===== config.mk =====
export PLATFORM = sky130hd
export DESIGN_NAME = tea_cell
export DESIGN_NICKNAME = d
export VERILOG_FILES = /design/src/design/tea_pkg.sv /design/src/design/tea_cell.sv
export SDC_FILE = /design/constraint.sdc
export NUM_CORES = 1
export LEC_CHECK = 0
export BUFFER_PORTS_ARGS = -buffer_cell sky130_fd_sc_hd__buf_4
export CORE_AREA = 4 4 148 185
export CTS_CLUSTER_SIZE = 40
export DETAILED_ROUTE_END_ITERATION = 6
export DIE_AREA = 0 0 152 189
export GPL_TIMING_DRIVEN = 0
export HOLD_SLACK_MARGIN = 0.02
export PLACE_DENSITY = 0.75
export SETUP_SLACK_MARGIN = 0.05
export SYNTH_ARGS = -nofsm -noshare
export SYNTH_HDL_FRONTEND = slang
export SYNTH_SLANG_ARGS = --single-unit

===== constraint.sdc =====
create_clock -name clk -period 10.93 [get_ports clk]
set_input_delay 1.093 -clock clk [delete_from_list [all_inputs] [get_ports clk]]
set_output_delay 1.093 -clock clk [all_outputs]
set_load 0.005 [all_outputs]

===== src/design/tea_pkg.sv =====
// Shared types and constants for the TEA block cipher pipeline.
package tea_pkg;

  localparam int unsigned ROUNDS    = 32;
  localparam int unsigned CELLS     = 2 * ROUNDS;
  localparam int unsigned WORD_W    = 32;
  localparam int unsigned CFG_IDX_W = 2;

  localparam logic [WORD_W-1:0] DELTA = 32'h9e37_79b9;
  localparam logic [63:0] SUM_PROD = 64'(DELTA) * 64'(ROUNDS);
  localparam logic [WORD_W-1:0] SUM_DEC_INIT = SUM_PROD[WORD_W-1:0];

  localparam logic [CFG_IDX_W-1:0] CFG_KEY0 = 2'd0;
  localparam logic [CFG_IDX_W-1:0] CFG_KEY1 = 2'd1;
  localparam logic [CFG_IDX_W-1:0] CFG_KEY2 = 2'd2;
  localparam logic [CFG_IDX_W-1:0] CFG_KEY3 = 2'd3;

  typedef struct packed {
    logic              action;
    logic [WORD_W-1:0] first_word;
    logic [WORD_W-1:0] second_word;
  } in_t;

  typedef struct packed {
    logic [WORD_W-1:0] result_first;
    logic [WORD_W-1:0] result_second;
  } out_t;

  typedef struct packed {
    logic [WORD_W-1:0] k0;
    logic [WORD_W-1:0] k1;
    logic [WORD_W-1:0] k2;
    logic [WORD_W-1:0] k3;
  } key_t;

  // Data handed from one cell to the next.
  typedef struct packed {
    logic              valid;
    logic              decrypt;
    logic [WORD_W-1:0] y;
    logic [WORD_W-1:0] z;
    logic [WORD_W-1:0] sum;
  } stage_t;

endpackage


===== src/design/tea_cell.sv =====
// One half-round cell of the TEA pipeline.
module tea_cell (
  input  logic            clk,
  input  logic            rst,
  input  logic            second_half,
  input  tea_pkg::key_t   keys,
  input  tea_pkg::stage_t in_st,
  output tea_pkg::stage_t out_st
);
  import tea_pkg::*;

  logic              update_y;
  logic [WORD_W-1:0] x;
  logic [WORD_W-1:0] tgt;
  logic [WORD_W-1:0] ka;
  logic [WORD_W-1:0] kb;
  logic [WORD_W-1:0] mix;
  logic [WORD_W-1:0] tgt_next;
  logic [WORD_W-1:0] sum_next;
  stage_t            st;

  // Encrypt touches y first, decrypt touches z first.
  assign update_y = ~(second_half ^ in_st.decrypt);
  assign x   = update_y ? in_st.z : in_st.y;
  assign tgt = update_y ? in_st.y : in_st.z;
  assign ka  = update_y ? keys.k0 : keys.k2;
  assign kb  = update_y ? keys.k1 : keys.k3;

  assign mix = ({x[WORD_W-5:0], 4'b0} + ka) ^ (x + in_st.sum)
             ^ ({5'b0, x[WORD_W-1:5]} + kb);

  assign tgt_next = in_st.decrypt ? (tgt - mix) : (tgt + mix);

  // Advance the round sum after the second half only.
  always_comb begin
    if (!second_half) begin
      sum_next = in_st.sum;
    end else if (in_st.decrypt) begin
      sum_next = in_st.sum - DELTA;
    end else begin
      sum_next = in_st.sum + DELTA;
    end
  end

  always_ff @(posedge clk) begin
    if (rst) begin
      st.valid <= 1'b0;
    end else begin
      st.valid <= in_st.valid;
    end
    st.decrypt <= in_st.decrypt;
    st.y       <= update_y ? tgt_next : in_st.y;
    st.z       <= update_y ? in_st.z : tgt_next;
    st.sum     <= sum_next;
  end

  assign out_st = st;

  a_valid_moves: assert property (@(posedge clk) disable iff (rst)
    in_st.valid |=> out_st.valid)
    else $error("cell dropped a transaction");

  a_z_kept: assert property (@(posedge clk) disable iff (rst)
    update_y |=> out_st.z == $past(in_st.z))
    else $error("cell changed the word it should hold");

  a_y_kept: assert property (@(posedge clk) disable iff (rst)
    !update_y |=> out_st.y == $past(in_st.y))
    else $error("cell changed the word it should hold");

endmodule


==> flow_summary.yaml, run 1 <==
run_status:
  outcome: "finished clean"
grt:
  grt_max_degree: 22
  antenna_found_initial: 0
  grt_pass1_wl_um: 70300
  grt_usage_pct: 30.45
  grt_pass1_vias: 13400
  overflow: 0
timing:
  slew_headroom_pct: 31.40
  finalSetupViolations: 0
  setup_ws_ns: 0.5893
  fmax_mhz: 96.70
  finalHoldViolCount: 0
  fin_setup_tns_ns: 0
  timing.final.crit_share_pct: 94.61
  fin_crit_ns: 10.34
  tightest_slew_ns: 1.029
  rsz0062_at_grt: "no"
  drv_slew: 0
floorplanning:
  start_util_pct: 48.92
  chipHeight_um: 189
  dieWidth_um: 152
  dieArea_sq_um: 28730
  num_rows: 66
  coreArea_sq_um: 25760
  io_pins: 327
final_layout:
  layout_common_cells: "417 x nand2_1, 326 x buf_4, 154 x ha_1, 152 x xnor2_1, 132 x a21oi_1"
  nFillCells: 2463
  multi_input_area_sq_um: 10310
  fin_area_sq_um: 15780
  nets: 2442
  diodes: 0
  final_common_cell: "nand2_1"
  fin_util_pct: 61.23
  area_growth_pct: 25.17
  largest_reg_flops: 98
  drive_gt1_share_pct: 19.10
  seq_area_sq_um: 1962
worst_setup_path:
  arrival_ns: 10.65
  end_kind: "flip-flop"
  crit_required_ns: 11.24
  cp-start-kind: "input port"
  critical_path_class: "in2reg"
  crit_path_max_incr_delay_ns: 0.68
  worstSetupStartpoint: "in_st[96]"
  crit_end: "out_st[95]$_DFF_P_"
  cp.depth: 33
  cp_top_family: "compound AO/OA/AOI/OAI gates"
  worst-path-buf-inv: 6
  path_max_fanout: 14
  slowest_stage: "buf_1"
clock_network:
  htree_levels: 3
  cts-root-buf: "clkbuf_16"
  clk_pin_slew_ns: 0.08
  clk_path_buf_depth: 2
  cts.sink_count: 98
  cts_tree: "done"
  cts-buffers-inserted: 9
  hold_buffers: 0
synthesis:
  syn_area_sq_um: 12600
  synthArstFlopShare_pct: 0
  synth_top_family_by_area: "compound AO/OA/AOI/OAI gates"
  synth_ff_type: "dfxtp_1"
  syn-num-nets: 2106
  ys_types: 78
  postSynthAreaPerCell_sq_um: 7.336
  synthXorXnorAreaFrac_pct: 17.00
  ys_warn_count: 0
  synth_fa_ha_area_share_pct: 16.08
  synth_seq_cells: 98
  syn-instance-count: 1718
  seq_area_frac_synth_pct: 15.57
  synth.area.mux_share_pct: 2.939
  synth-compound-area-share_pct: 23.52
  synthSimpleGateAreaFrac_pct: 22.25
  synth_edf_count: 0
detailed_routing:
  post-route-drc-count: 0
  vias: 13810
  drt_pass1_iterations: 7
  dr.first_iter.drc_count: 1002
  ant_nets: 0
  routed_wirelength_um: 45910
  vias_per_cell: 5.758
  wire_per_inst_um: 19.14
placed_design:
  placed_cell_area_sq_um: 15470
  dp_slack_ns: 0.3982
  dp_hpwl_um: 38720
  io_buffers: 325
  routabilityCongestion: 0.9755
power_and_ir_drop:
  power_mw: 3.933
  vdd_ir_drop_max_mv: 0.1166
  p_leak_nw: 7.827
  power.density_nw_per_um2: 249.3
worst_hold_path:
  holdCritPathClass: "in2reg"
  hold_start: "rst"
job:
  max-cap-violations: 0
## per-layer routing
metal | global-route usage [%] | part of all wire, % | vias to the layer above
li1 | - | - | 6762
met4 | 12.38 | 4.0 | 0
met1 | 38.22 | 41 | 6370
met3 | 3.772 | 6.9 | 89
met5 | 0 | 0 | -
met2 | 52.96 | 48 | 587
## per-stage QoR
step	instances	hold WS, ns
floorplan	1718	1.121
global placement	2383	1.249
detailed placement	2383	1.255
CTS	2398	0.8692
global route	2398	0.8851
finish	2398	0.8823
## worst min path at each step
stage	cells past startpoint	to	slack [ns]
2_1_floorplan	0	out_st[96]$_DFF_P_	1.12
3_3_place_gp	2	out_st[97]$_SDFF_PP0_	1.25
3_5_place_dp	2	out_st[97]$_SDFF_PP0_	1.26
4_1_cts	2	out_st[97]$_SDFF_PP0_	0.87
5_1_grt	2	out_st[97]$_SDFF_PP0_	0.89
6_report	2	out_st[97]$_SDFF_PP0_	0.88
## layout make-up
class	instances	share of cell area, %
inverter	34	0.8328
clock buffer	10	1.515
clock inverter	5	0.3886
tap	340	2.697
timing repair buffer	325	15.47
buffer	52	1.309
sequential	98	12.44
multi-input combinational	1534	65.36
## synth_stat cells, types with 23 or more instances
| cell | count | area [sq um] |
|---|---|---|
| nand2_1 | 417 | 1565 |
| xnor2_1 | 152 | 1331 |
| a31oi_1 | 23 | 143.9 |
| a21oi_1 | 132 | 660.6 |
| o21ai_0 | 120 | 600.6 |
| clkbuf_1 | 40 | 150.1 |
| inv_1 | 34 | 127.6 |
| o21a_1 | 27 | 202.7 |
| xor2_1 | 65 | 569.3 |
| nor2_1 | 70 | 262.8 |
| ha_1 | 154 | 1927 |
| nand3_1 | 30 | 150.1 |
| a21o_1 | 60 | 450.4 |
| dfxtp_1 | 98 | 1962 |
## power breakdown
group / leakage [nW] / internal (mW) / switching (mW)
sequential: 0.826 / 0.513 / 0.0367
clock: 0.149 / 0.185 / 0.160
combinational: 6.85 / 1.36 / 1.68
## logic make-up (layout without fill, tap and decap cells)
group,Yosys count,count (layout)
xor gates and xnor gates,228,228
muxes,34,34
AOI/OAI and AO/OA,468,468
and+or+nand+nor,645,645
adders and majority gates,159,159
buffers and inverters,86,426
DFF,98,98
## timing repair
item,4_1_cts,5_1_grt
gates resized for setup,0,2
setup endpoints to repair,0,2
setup buffers,0,0
hold endpoints to repair,0,0
No activity file was read; power rests on OpenSTA's default activity.
==> run 2: changes to the inputs <==
Settings changed: PLACE_DENSITY 0.75 to 0.78.
Clock period 10.93 ns to 8.8 ns, I/O delays scaled along.
==> flow_summary.yaml, run 2 (same netlist as run 1, synthesis figures left out) <==
worst_setup_path:
  cp-start-kind: "input port"
  arrival_ns: 8.74
  path_max_fanout: 14
  crit_path_max_incr_delay_ns: 0.52
  slowest_stage: "clkbuf_1"
  critical_path_class: "in2reg"
  end_kind: "flip-flop"
  crit_required_ns: 9.12
grt:
  grt_usage_pct: 30.28
  overflow: 0
  antenna_found_initial: 0
  grt_pass1_wl_um: 69900
  grt_pass1_vias: 13260
  grt_max_degree: 18
detailed_routing:
  wl_met1_um: 18580
  dr_wl_met3_um: 3660
  vias_per_cell: 5.810
  vias: 13950
  met2WireLength_um: 22340
  dr.first_iter.drc_count: 931
  wire_per_inst_um: 19.31
  post-route-drc-count: 0
  topRoutingLayerUsed: "met4"
  drt_pass1_iterations: 5
  ant_nets: 0
  routed_wirelength_um: 46360
final_layout:
  fin_area_sq_um: 15880
  drive_gt1_share_pct: 20.18
  fin_util_pct: 61.64
  area_growth_pct: 26.01
  final_common_cell: "nand2_1"
  largest_reg_flops: 98
  diodes: 0
  stdcell_count: 2401
  nets: 2444
  layout_common_cells: "417 x nand2_1, 330 x buf_4, 154 x ha_1, 150 x xnor2_1, 132 x a21oi_1"
power_and_ir_drop:
  vdd_ir_drop_max_mv: 0.1514
  power.density_nw_per_um2: 312.1
  p_leak_nw: 7.911
  power_mw: 4.957
floorplanning:
  dieWidth_um: 152
  io_pins: 327
  start_util_pct: 48.92
  chipHeight_um: 189
  dieArea_sq_um: 28730
  num_rows: 66
  coreArea_sq_um: 25760
clock_network:
  cts_tree: "done"
  clk_pin_slew_ns: 0.08
  cts-root-buf: "clkbuf_16"
  hold_buffers: 0
  clk_path_buf_depth: 2
  htree_levels: 3
  cts-buffers-inserted: 9
  cts.sink_count: 98
timing:
  slew_headroom_pct: 41.82
  fin_setup_tns_ns: 0
  fin_crit_ns: 8.418
  setup_ws_ns: 0.3823
  timing.final.crit_share_pct: 95.66
  finalHoldViolCount: 0
  finalSetupViolations: 0
  tightest_slew_ns: 0.8727
  fmax_mhz: 118.8
  drv_slew: 0
  rsz0062_at_grt: "no"
  holdWs_ns: 0.6508
worst_hold_path:
  holdCritPathClass: "in2reg"
placed_design:
  placed_cell_area_sq_um: 15470
  dp_slack_ns: -1.484
  io_buffers: 325
  dp_cells: 2383
  dp_hpwl_um: 38840
  routabilityCongestion: 0.9635
run_status:
  outcome: "finished clean"
job:
  max-cap-violations: 0
==> run 2: cell count changes in the layout (fill, tap and decap cells not counted), sizes merged <==
cell,previous run,this run
buf,337,340
bufinv,1,2
clkbuf,50,48
clkinv,2,0
clkinvlp,1,3
inv,35,36
==> run 2: report_power, final <==
group          internal, mW  switching, mW  leakage, nW
Combinational          1.70           2.11         6.93
Sequential            0.637         0.0462        0.826
Clock                 0.254          0.210        0.156
Total                  2.59           2.37         7.91
==> run 2: critical path: cells and delay by family <==
family | cells | cell delay, ns
simple gates | 10 | 1.94
compound gates | 11 | 2.18
buf+inv | 4 | 1.50
fa+ha+maj | 2 | 0.69
xor+xnor | 4 | 1.54
==> run 2: worst paths after layout <==
kind	from	endpoint	slack [ns]	depth (start not counted)
worst max-delay path	in_st[96]	out_st[95]$_DFF_P_	0.38	31
worst min-delay path	rst	out_st[97]$_SDFF_PP0_	0.65	2
==> run 2: final cells by class <==
type	instances	area, sq um
buffer	49	212.7
clock buffer	10	229.0
clock inverter	6	96.34
fill	2459	9883
inverter	34	131.4
multi-input combinational	1534	10350
sequential	98	1962
tap	340	425.4
timing repair buffer	329	2470
timing repair inverter	1	5.005
==> run 2: repair_timing <==
action,CTS,global route
setup buffers,2,2
endpoints found under the setup margin,29,10
cloned,1,0
gates resized for setup,11,18
pin swaps,1,0
==> run 2: per-layer routing <==
metal / up-vias / track usage (%)
met5: - / 0
met4: 0 / 11.93
met3: 86 / 4.961
met2: 639 / 53.35
met1: 6455 / 36.86
li1: 6769 / -
